==> config.mk <==
export PLATFORM = sky130hd
export DESIGN_NAME = dedup_fifo_queue_flat
export DESIGN_NICKNAME = d
export VERILOG_FILES = /design/src/design/dfq_pkg.sv /design/src/design/dfq_ifs.sv /design/src/design/dedup_fifo_queue.sv /design/src/design/dfq_cell.sv /design/src/flat_wrapper.sv
export SDC_FILE = /design/constraint.sdc
export NUM_CORES = 1
export LEC_CHECK = 0
export BUFFER_PORTS_ARGS = -buffer_cell sky130_fd_sc_hd__buf_2
export CORE_ASPECT_RATIO = 0.75
export CORE_MARGIN = 2
export CORE_UTILIZATION = 45
export CTS_BUF_LIST = sky130_fd_sc_hd__clkbuf_8 sky130_fd_sc_hd__clkbuf_16
export DETAILED_ROUTE_END_ITERATION = 8
export PLACE_DENSITY = 0.58
export SYNTH_ARGS = -nofsm -noshare
export SYNTH_HDL_FRONTEND = slang
export SYNTH_SLANG_ARGS = --single-unit
==> constraint.sdc <==
create_clock -name clk -period 5.3 [get_ports clk]
set_clock_uncertainty 0.15 [all_clocks]
set_input_delay 0.53 -clock clk [delete_from_list [all_inputs] [get_ports clk]]
set_output_delay 0.53 -clock clk [all_outputs]
set_load 0.02 [all_outputs]
==> src/design/dfq_pkg.sv <==
// Shared constants, types and result codes for the duplicate-rejecting queue.
package dfq_pkg;

  localparam int DEPTH   = 16;
  localparam int VAL_W   = 32;
  localparam int OCC_W   = 5;
  localparam int CNT_W   = (DEPTH > 1) ? $clog2(DEPTH + 1) : 1;

  typedef logic signed [VAL_W-1:0] value_t;
  typedef logic [CNT_W-1:0]        cnt_t;
  typedef logic [1:0]              status_t;
  typedef logic [OCC_W-1:0]        occ_t;

  // action codes
  localparam logic ACT_INSERT = 1'b0;
  localparam logic ACT_REMOVE = 1'b1;

  // result status codes
  localparam status_t ST_OK    = 2'd0;
  localparam status_t ST_DUP   = 2'd1;
  localparam status_t ST_FULL  = 2'd2;
  localparam status_t ST_EMPTY = 2'd3;

  localparam cnt_t DEPTH_CNT = cnt_t'(DEPTH);

  // control broadcast from the sequencer to every cell of the row
  typedef struct packed {
    value_t key;    // word under test, and the word to load on insert
    cnt_t   count;  // items held; cells below this index are live
    logic   shift;  // move every word one cell towards the head
    logic   load;   // write key into the cell whose index equals count
  } dfq_cell_ctrl_t;

endpackage

==> src/design/dfq_ifs.sv <==
// Handshake channel interfaces for the queue's operation and result words.
interface dfq_in_if import dfq_pkg::*; ();
  logic   valid;
  logic   ready;
  logic   action;
  value_t item_value;

  modport source (output valid, output action, output item_value, input ready);
  modport sink   (input valid, input action, input item_value, output ready);
endinterface

interface dfq_out_if import dfq_pkg::*; ();
  logic    valid;
  logic    ready;
  status_t status;
  occ_t    occupancy;
  value_t  removed_value;

  modport source (output valid, output status, output occupancy, output removed_value,
                  input ready);
  modport sink   (input valid, input status, input occupancy, input removed_value,
                  output ready);
endinterface

==> src/design/dedup_fifo_queue.sv <==
// Top level: first-in first-out queue of signed words that rejects duplicates.
// An operation is taken in S_IDLE, compared in S_CMP and committed in S_COMMIT,
//   which waits until the output register is free. The compare-then-commit pass over
//   the cell row handles one operation at a time; no new one is taken until commit.
// A pending result waits in the output register while the next operation is taken.
// Reset (rst_n low, synchronous) empties the queue and drops any pending result.
module dedup_fifo_queue import dfq_pkg::*; (
  input  logic       clk,
  input  logic       rst_n,
  dfq_in_if.sink     in_ch,
  dfq_out_if.source  out_ch
);

  typedef enum logic [1:0] {
    S_IDLE,
    S_CMP,
    S_COMMIT
  } state_t;

  state_t  state_r;
  cnt_t    count_r;
  value_t  key_r;
  logic    action_r;
  logic    out_valid_r;
  status_t out_status_r;
  occ_t    out_occ_r;
  value_t  out_removed_r;

  // row of cells; the head word lives in cell 0
  value_t         cell_value [DEPTH];
  logic   [DEPTH-1:0] cell_match;
  dfq_cell_ctrl_t ctrl;

  logic    out_free;
  logic    commit;
  logic    any_match;
  status_t status_nxt;
  cnt_t    count_nxt;
  value_t  removed_nxt;
  logic    do_load;
  logic    do_shift;

  assign out_free = !out_valid_r || out_ch.ready;
  assign commit   = (state_r == S_COMMIT) && out_free;
  assign any_match = |cell_match;

  // decide the outcome from the registered compare results
  always_comb begin
    status_nxt  = ST_OK;
    count_nxt   = count_r;
    removed_nxt = '0;
    do_load     = 1'b0;
    do_shift    = 1'b0;
    if (action_r == ACT_INSERT) begin
      if (any_match) begin
        status_nxt = ST_DUP;
      end else if (count_r >= DEPTH_CNT) begin
        status_nxt = ST_FULL;
      end else begin
        do_load   = 1'b1;
        count_nxt = count_r + cnt_t'(1);
      end
    end else begin
      if (count_r == '0) begin
        status_nxt = ST_EMPTY;
      end else begin
        do_shift    = 1'b1;
        removed_nxt = cell_value[0];
        count_nxt   = count_r - cnt_t'(1);
      end
    end
  end

  // broadcast to the row; writes only fire on the commit cycle
  always_comb begin
    ctrl.key   = key_r;
    ctrl.count = count_r;
    ctrl.shift = commit && do_shift;
    ctrl.load  = commit && do_load;
  end

  for (genvar i = 0; i < DEPTH; i++) begin : g_cell
    value_t neighbour;
    if (i == DEPTH - 1) begin : g_tail
      assign neighbour = cell_value[i];
    end else begin : g_mid
      assign neighbour = cell_value[i+1];
    end
    dfq_cell u_cell (
      .clk        (clk),
      .cell_index (cnt_t'(i)),
      .ctrl       (ctrl),
      .next_value (neighbour),
      .value      (cell_value[i]),
      .match      (cell_match[i])
    );
  end

  // sequencer: take one operation, let the cells compare, then commit
  always_ff @(posedge clk) begin
    if (!rst_n) begin
      state_r     <= S_IDLE;
      count_r     <= '0;
      out_valid_r <= 1'b0;
    end else begin
      // drop the result once taken, unless a fresh one replaces it this cycle
      if (out_valid_r && out_ch.ready && !commit) begin
        out_valid_r <= 1'b0;
      end
      case (state_r)
        S_IDLE: begin
          if (in_ch.valid) begin
            key_r    <= in_ch.item_value;
            action_r <= in_ch.action;
            state_r  <= S_CMP;
          end
        end
        S_CMP: begin
          state_r <= S_COMMIT;
        end
        S_COMMIT: begin
          // hold until the output register is free
          if (out_free) begin
            count_r       <= count_nxt;
            out_valid_r   <= 1'b1;
            out_status_r  <= status_nxt;
            out_occ_r     <= occ_t'(count_nxt);
            out_removed_r <= removed_nxt;
            state_r       <= S_IDLE;
          end
        end
        default: begin
          state_r <= S_IDLE;
        end
      endcase
    end
  end

  assign in_ch.ready          = (state_r == S_IDLE);
  assign out_ch.valid         = out_valid_r;
  assign out_ch.status        = out_status_r;
  assign out_ch.occupancy     = out_occ_r;
  assign out_ch.removed_value = out_removed_r;

endmodule

==> src/design/dfq_cell.sv <==
// One storage cell of the queue row: holds a word, compares it, shifts it headwards.
module dfq_cell import dfq_pkg::*; (
  input  logic           clk,
  input  cnt_t           cell_index,
  input  dfq_cell_ctrl_t ctrl,
  input  value_t         next_value,
  output value_t         value,
  output logic           match
);

  value_t value_r, value_nxt;
  logic   match_r, match_nxt;
  logic   live;

  assign live = (cell_index < ctrl.count);

  always_comb begin
    value_nxt = value_r;
    if (ctrl.shift) begin
      value_nxt = next_value;
    end else if (ctrl.load && (cell_index == ctrl.count)) begin
      value_nxt = ctrl.key;
    end
    match_nxt = live && (value_r == ctrl.key);
  end

  always_ff @(posedge clk) begin
    value_r <= value_nxt;
    match_r <= match_nxt;
  end

  assign value = value_r;
  assign match = match_r;

endmodule
==> src/flat_wrapper.sv <==
// flat-port wrapper written by rule: the top's interface ports become plain ports
module dedup_fifo_queue_flat import dfq_pkg::*;
  (clk, rst_n, in_ch_valid, in_ch_action, in_ch_item_value, in_ch_ready, out_ch_valid, out_ch_status, out_ch_occupancy, out_ch_removed_value, out_ch_ready);
  dfq_in_if in_ch_i ();
  dfq_out_if out_ch_i ();
  input  logic clk;
  input  logic rst_n;
  input wire logic [$bits(in_ch_i.valid)-1:0] in_ch_valid;
  input wire logic [$bits(in_ch_i.action)-1:0] in_ch_action;
  input wire logic [$bits(in_ch_i.item_value)-1:0] in_ch_item_value;
  output wire logic [$bits(in_ch_i.ready)-1:0] in_ch_ready;
  output wire logic [$bits(out_ch_i.valid)-1:0] out_ch_valid;
  output wire logic [$bits(out_ch_i.status)-1:0] out_ch_status;
  output wire logic [$bits(out_ch_i.occupancy)-1:0] out_ch_occupancy;
  output wire logic [$bits(out_ch_i.removed_value)-1:0] out_ch_removed_value;
  input wire logic [$bits(out_ch_i.ready)-1:0] out_ch_ready;
  assign in_ch_i.valid = in_ch_valid;
  assign in_ch_i.action = in_ch_action;
  assign in_ch_i.item_value = in_ch_item_value;
  assign in_ch_ready = in_ch_i.ready;
  assign out_ch_valid = out_ch_i.valid;
  assign out_ch_status = out_ch_i.status;
  assign out_ch_occupancy = out_ch_i.occupancy;
  assign out_ch_removed_value = out_ch_i.removed_value;
  assign out_ch_i.ready = out_ch_ready;
  dedup_fifo_queue u_core (.clk(clk), .rst_n(rst_n), .in_ch(in_ch_i), .out_ch(out_ch_i));
endmodule
==> impl_metrics.env, run 1 <==
export IMPL_outcome="complete, no violations"
export IMPL_yosys_warnings=0
export IMPL_final_util=0.513
export IMPL_worstPathArrival_ns=4.34
export IMPL_antennaDiodeCount=0
export IMPL_io_buffers=77
export IMPL_placed_area_mm2=0.0304
export IMPL_p_sw_mw=2.36
export IMPL_remaining_drc_errors=0
export IMPL_track_usage=0.299
export IMPL_die_x_um=298
export IMPL_cp_start_kind="register"
export IMPL_die_area_mm2=0.0668
export IMPL_vias_per_cell=5.74
export IMPL_slew_violations=0
export IMPL_worstPathMaxFanout=209
export IMPL_ant_nets=0
export IMPL_grt_max_degree=210
export IMPL_endpoint_kind="register"
export IMPL_r2r_end="u_core.g_cell[7].u_cell.value[23]$_DFFE_PP_"
export IMPL_worst_path_buf_inv=3
export IMPL_grt_pass1_vias=20334
export IMPL_setup_ws_ns=1.29
export IMPL_vias=20676
export IMPL_critPathKind="register to register"
export IMPL_hold_path_endpoint="u_core.count_r[3]$_SDFFE_PN0P_"
export IMPL_cts_tree="built"
export IMPL_firstDrtPassIters=5
export IMPL_htree_levels=2
export IMPL_crit_path_cell_trace="inv_1 -> ha_1 -> a21boi_2 -> buf_4 -> and2_4 -> buf_12 -> nand2_1 -> nand2_1"
export IMPL_place_congestion=0.953
export IMPL_finalSetupViolCount=0
export IMPL_leakagePower_nw=11.8
export IMPL_syn_area_per_cell_um2=11.1
export IMPL_yosysTopAreaCellShare=0.602
export IMPL_drive_gt1_frac=0.0934
export IMPL_cts_root_buf="clkbuf_16"
export IMPL_hold_depth=2
export IMPL_worstPathRequired_ns=5.63
export IMPL_rrSetupSlack_ns=1.29
export IMPL_p_comb_frac=0.058
export IMPL_yosysSeqAreaShare=0.619
export IMPL_p_sw_frac=0.230
export IMPL_worst_hold_path_type="input port to register"
export IMPL_ir_drop_mv=0.240
export IMPL_p_int_mw=7.89
export IMPL_crit_path_frequent_cell="nand2_1"
export IMPL_drv_cap=0
export IMPL_synth_main_ff_cell="edfxtp_1"
export IMPL_dpl_hpwl_mm=66.2
export IMPL_final_period_utilization=0.756
export IMPL_async_flop_share=0
export IMPL_r2r_start="u_core.count_r[1]$_SDFFE_PN0P_"
export IMPL_synthTopCellsByArea="edfxtp_1 (60%), nand2_1 (13%), xor2_1 (9.8%), xnor2_1 (5.6%), nor4_1 (2.0%)"
export IMPL_overflow=0
export IMPL_cts_max_path_buffers=3
export IMPL_wl_per_cell_um=28.1
export IMPL_fmax_mhz=250
export IMPL_fin_area_mm2=0.0327
export IMPL_synth_cell_type_count=47
export IMPL_drt_total_wl_mm=101
export IMPL_die_h_um=224
export IMPL_initial_utilization=0.457
export IMPL_worst_pin_slew_ns=1.40
export IMPL_seq_area_mm2=0.0180
export IMPL_r2r_cells=8
export IMPL_antenna_found_initial=2
export IMPL_max_slew_margin=0.0616
export IMPL_syn_inst=2615
export IMPL_cts_buffers=60
export IMPL_path_delay_family="buffers and inverters"
export IMPL_syn_nets=2657
export IMPL_insertion_delay_ns=0.64
export IMPL_cp_slowest_stage_delay_ns=0.68
export IMPL_syn_cell_area_mm2=0.0291
export IMPL_rows=80
export IMPL_multiInputGateArea_mm2=0.0104
export IMPL_fillers=5748
export IMPL_rsz0062_at_grt="false"
export IMPL_p_seq_frac=0.521
export IMPL_cts_sinks=608
export IMPL_pre_cts_ws_ns=1.40
export IMPL_synth_seq_cells=608
export IMPL_synth_edf_count=584
export IMPL_min_period_ns=4.01
export IMPL_drt_iter0_drc=3058
export IMPL_path_clk_slew_ns=0.07
export IMPL_core_mm2=0.0638
export IMPL_yosysTopAreaCell="edfxtp_1"
export IMPL_pwr_density_cell_mw_per_mm2=314
export IMPL_clockPowerShare=0.421
export IMPL_critical_path_slowest_cell="dfxtp_1"
export IMPL_grt_pass1_wl_mm=143
export IMPL_layout_nets=2731
export IMPL_syn_to_final_growth_pct=12.3
export IMPL_finalSetupTns_ns=0
export IMPL_min_delay_start="rst_n"
export IMPL_finalHoldViolCount=0
export IMPL_io_pins=78
## placed cells by master, fill, tap and decap left out, drive strengths merged, types with 2 or more instances in the layout
master       count
a2111oi          4
a211o            2
a211oi           2
a21boi           3
a21o             3
a21oi            4
a311oi           2
a31o             3
and2            35
and3             5
and3b            2
buf            146
bufinv           5
clkbuf          67
clkinv          19
clkinvlp         2
dfxtp           24
dlygate4sd3     34
edfxtp         584
ha               5
inv             23
nand2         1008
nand2b           5
nand3           18
nand4           58
nor2            13
nor2b            5
nor3            21
nor4            93
o2111ai          3
o21ai           17
or4              3
xnor2          187
xor2           326
## metrics by stage
stage / std cells / total power [mW] / hold slack [ns]
after global routing: 3601 / 10.5 / 0.117
final: 3601 / 10.3 / 0.119
after floorplan: 2615 / 5.74 / 0.271
after global placement: 3454 / 5.99 / 0.390
after detailed placement: 3454 / 6.00 / 0.401
after CTS: 3601 / 10.3 / 0.0981
## registers in the layout, summed over array words and instances, names as in the netlist
name,cells
u_core.out_ch.removed_value,32
u_core.out_ch.valid,1
u_core.out_ch.occupancy,5
u_core.g_cell.u_cell.match,16
u_core.g_cell.u_cell.value,512
u_core.state_r,2
u_core.action_r,1
u_core.out_ch.status,2
u_core.count_r,5
u_core.key_r,32
## final cells by class
class,instances,area share
sequential,608,0.551
multi-input combinational,1836,0.317
clock buffer,67,0.0496
timing repair buffer,180,0.0388
tap,861,0.0329
clock inverter,46,0.0105
inverter,3,0.000344
## synthesized netlist by cell type (2+ instances only)
library cell  instances
a2111oi_0             4
a211o_1               2
a21boi_0              2
a21o_1                3
a21oi_1               4
a311oi_1              2
a31o_2                3
and2_1               34
and3_1                5
and3b_1               2
buf_1                 5
buf_2                86
buf_4                 2
buf_6                 8
clkbuf_1             67
dfxtp_1              24
edfxtp_1            584
ha_1                  5
inv_1                 3
nand2_1            1008
nand2b_1              5
nand3_1              18
nand4_1              58
nor2_1               13
nor2b_1               5
nor3_1               19
nor4_1               93
o2111ai_1             3
o21ai_0              17
or4_1                 3
xnor2_1             187
xor2_1              326
## metal layers
layer | part of all wire | up-vias | track usage
met2 | 0.42 | 1237 | 0.436
met4 | 0.032 | 0 | 0.0904
met1 | 0.42 | 10277 | 0.428
met5 | 0 | - | 0
li1 | - | 8959 | -
met3 | 0.12 | 203 | 0.0947
## cell families (layout without fill, tap and decap cells)
logic type	count (synthesis)	count (layout)	share of synthesized area
flops	608	608	0.619
simple gates	1266	1266	0.184
fa+ha+maj	5	5	0.00215
compound gates	51	51	0.0125
xor+xnor	513	513	0.154
buf+inv	171	296	0.0281
mux	1	1	0.000387
## timing repair
action / CTS / global route
buffers inserted: 0 / 0
hold buffers: 34 / 0
hold endpoints to repair: 34 / 0
gates resized for setup: 0 / 0
## power by group through the flow
stage / sequential, mW / clock (mW) / combinational [mW]
after floorplan: 5.41 / 0 / 0.331
after global placement: 5.44 / 0 / 0.551
after detailed placement: 5.44 / 0 / 0.556
after CTS: 5.34 / 4.34 / 0.577
after global routing: 5.34 / 4.54 / 0.624
final: 5.34 / 4.31 / 0.597
## worst max-delay path by stage
stage                                              start  slack, ns                                     endpoint  cells after the start
after detailed placement  u_core.count_r[1]$_SDFFE_PN0P_       1.40  u_core.g_cell[7].u_cell.value[23]$_DFFE_PP_                      8
after floorplan                             out_ch_ready       1.09  u_core.g_cell[13].u_cell.value[0]$_DFFE_PP_                      5
after CTS                 u_core.count_r[1]$_SDFFE_PN0P_       1.39  u_core.g_cell[7].u_cell.value[23]$_DFFE_PP_                      8
after global placement    u_core.count_r[1]$_SDFFE_PN0P_       1.52  u_core.g_cell[7].u_cell.value[23]$_DFFE_PP_                      8
final                     u_core.count_r[1]$_SDFFE_PN0P_       1.29  u_core.g_cell[7].u_cell.value[23]$_DFFE_PP_                      8
after global routing      u_core.count_r[1]$_SDFFE_PN0P_       1.16  u_core.g_cell[7].u_cell.value[23]$_DFFE_PP_                      8
Note: power is estimated with default switching activity, not from simulation.
==> run 2, diff against run 1 <==
Settings changed: PLACE_DENSITY 0.58 to 0.6.
Clock period 5.3 ns to 3.4 ns, I/O delays scaled along.
==> impl_metrics.env, run 2 (synthesis results as in run 1) <==
export IMPL_overflow=0
export IMPL_insertion_delay_ns=0.63
export IMPL_routed_top_layer="met5"
export IMPL_final_period_utilization=0.981
export IMPL_p_seq_frac=0.523
export IMPL_worst_pin_slew_ns=1.12
export IMPL_finalHoldViolCount=0
export IMPL_min_delay_start="in_ch_item_value[19]"
export IMPL_vias=21313
export IMPL_outcome="complete, no violations"
export IMPL_critical_path_slowest_cell="nor3_1"
export IMPL_die_x_um=298
export IMPL_pre_cts_ws_ns=-0.220
export IMPL_hold_path_endpoint="u_core.key_r[19]$_DFFE_PP_"
export IMPL_antennaDiodeCount=0
export IMPL_cts_max_path_buffers=3
export IMPL_pwr_density_cell_mw_per_mm2=475
export IMPL_drv_cap=0
export IMPL_clockPowerShare=0.414
export IMPL_placed_area_mm2=0.0312
export IMPL_remaining_drc_errors=0
export IMPL_grt_pass1_wl_mm=146
export IMPL_fin_area_mm2=0.0334
export IMPL_ir_drop_mv=0.452
export IMPL_drt_total_wl_mm=103
export IMPL_cp_start_kind="register"
export IMPL_die_h_um=224
export IMPL_r2r_end="u_core.g_cell[7].u_cell.value[25]$_DFFE_PP_"
export IMPL_initial_utilization=0.457
export IMPL_r2r_start="u_core.g_cell[13].u_cell.match$_DFF_P_"
export IMPL_cts_sinks=608
export IMPL_p_int_mw=12.2
export IMPL_p_sw_frac=0.234
export IMPL_final_util=0.524
export IMPL_endpoint_kind="register"
export IMPL_cts_root_buf="clkbuf_16"
export IMPL_wl_per_cell_um=28.0
export IMPL_syn_to_final_growth_pct=14.9
export IMPL_layout_nets=2816
export IMPL_antenna_found_initial=2
export IMPL_crit_path_cell_trace="nor3_1 -> nand2_1 -> nor3_2 -> and3_1 -> a21o_1 -> buf_4"
export IMPL_r2r_cells=6
export IMPL_grt_pass1_vias=20578
export IMPL_io_buffers=77
export IMPL_htree_levels=2
export IMPL_hold_depth=2
export IMPL_cts_tree="built"
export IMPL_vias_per_cell=5.79
export IMPL_die_area_mm2=0.0668
export IMPL_grt_max_degree=105
export IMPL_mostFrequentLayoutCells="nand2_1 (1,007), edfxtp_1 (584), xor2_1 (326), xnor2_1 (187), buf_4 (138)"
export IMPL_leakagePower_nw=12.2
export IMPL_layout_commonest_cell="nand2_1"
export IMPL_rsz0062_at_grt="false"
export IMPL_place_congestion=0.955
export IMPL_postCtsSetupBuffers=0
export IMPL_core_mm2=0.0638
export IMPL_fmax_mhz=300
export IMPL_finalSetupViolCount=0
export IMPL_rrSetupSlack_ns=0.06
export IMPL_firstDrtPassIters=6
export IMPL_worstPathRequired_ns=3.52
export IMPL_holdWs_ns=0.262
export IMPL_worstPathArrival_ns=3.45
export IMPL_drive_gt1_frac=0.120
export IMPL_max_slew_margin=0.252
export IMPL_track_usage=0.304
export IMPL_fin_total_pwr_mw=15.9
export IMPL_p_sw_mw=3.73
export IMPL_io_pins=78
export IMPL_rows=80
export IMPL_path_clk_slew_ns=0.07
export IMPL_p_comb_frac=0.063
export IMPL_met2_length_mm=44.0
export IMPL_slew_violations=0
export IMPL_cts_buffers=57
export IMPL_setup_ws_ns=0.0642
export IMPL_largest_register_ffs=512
export IMPL_worst_hold_path_type="input port to register"
export IMPL_critPathKind="register to register"
export IMPL_min_period_ns=3.34
export IMPL_ant_nets=0
export IMPL_dpl_hpwl_mm=71.3
export IMPL_drt_iter0_drc=3067
export IMPL_worstPathMaxFanout=32
export IMPL_met1_length_mm=42.6
export IMPL_dr_wl_met3_mm=12.3
export IMPL_cp_slowest_stage_delay_ns=0.74
## run 2: changes by cell type in the layout (fill, tap and decap cells not counted), sizes merged
| cell | change |
|---|---|
| buf | +85 |
| bufinv | +2 |
| clkbuf | -9 |
| clkinv | +7 |
| clkinvlp | +2 |
| dlygate4sd3 | +3 |
| inv | -10 |
## run 2: final cells by class
cell class | count | area [um2]
Clock buffer | 58 | 1440
Inverter | 3 | 11.3
Clock inverter | 47 | 409
Tap cell | 861 | 1080
Multi-Input combinational cell | 1836 | 10400
Timing Repair Buffer | 268 | 2110
Sequential cell | 608 | 18000
Fill cell | 5604 | 30300
## run 2: metal layers
layer	vias to the layer above	track usage
li1	9110	-
met1	10585	0.438
met2	1376	0.450
met3	240	0.0708
met4	2	0.110
met5	-	0
## run 2: stage by stage
stage	std cells	setup TNS [ns]
3_3_place_gp	3539	-15.78
4_1_cts	3681	0
6_report	3681	0
2_1_floorplan	2615	-126.65
3_5_place_dp	3539	-24.35
5_1_grt	3681	0
## run 2: worst max path at each step
stage | from | end | depth (start not counted)
floorplan | u_core.out_ch.valid$_SDFF_PN0_ | u_core.g_cell[13].u_cell.value[0]$_DFFE_PP_ | 5
global placement | u_core.g_cell[15].u_cell.match$_DFF_P_ | u_core.g_cell[7].u_cell.value[24]$_DFFE_PP_ | 6
detailed placement | u_core.g_cell[15].u_cell.match$_DFF_P_ | u_core.g_cell[7].u_cell.value[4]$_DFFE_PP_ | 6
CTS | u_core.g_cell[15].u_cell.match$_DFF_P_ | u_core.g_cell[7].u_cell.value[4]$_DFFE_PP_ | 6
global route | u_core.g_cell[13].u_cell.match$_DFF_P_ | u_core.g_cell[7].u_cell.value[4]$_DFFE_PP_ | 6
finish | u_core.g_cell[13].u_cell.match$_DFF_P_ | u_core.g_cell[7].u_cell.value[25]$_DFFE_PP_ | 6
## run 2: timing repair
item                                   4_1_cts  5_1_grt
hold buffers                                37        0
setup endpoints to repair                  154        0
endpoints found under the hold margin       40        0
resized for setup                            1        0
## run 2: power groups by stage
stage	Clock [mW]	Sequential, mW	Combinational (mW)
6_report	6.59	8.32	0.994
5_1_grt	6.89	8.32	1.04
4_1_cts	6.60	8.32	0.965
3_5_place_dp	0	8.48	0.927
3_3_place_gp	0	8.48	0.917
2_1_floorplan	0	8.43	0.517
## run 2: critical path: cells and delay by family, from the launching register on
kind | cells | cell delay (ns)
AND/OR/NAND/NOR | 4 | 1.90
buffers and inverters | 1 | 0.42
flip-flops | 1 | 0.30
AO/OA/AOI/OAI | 1 | 0.14
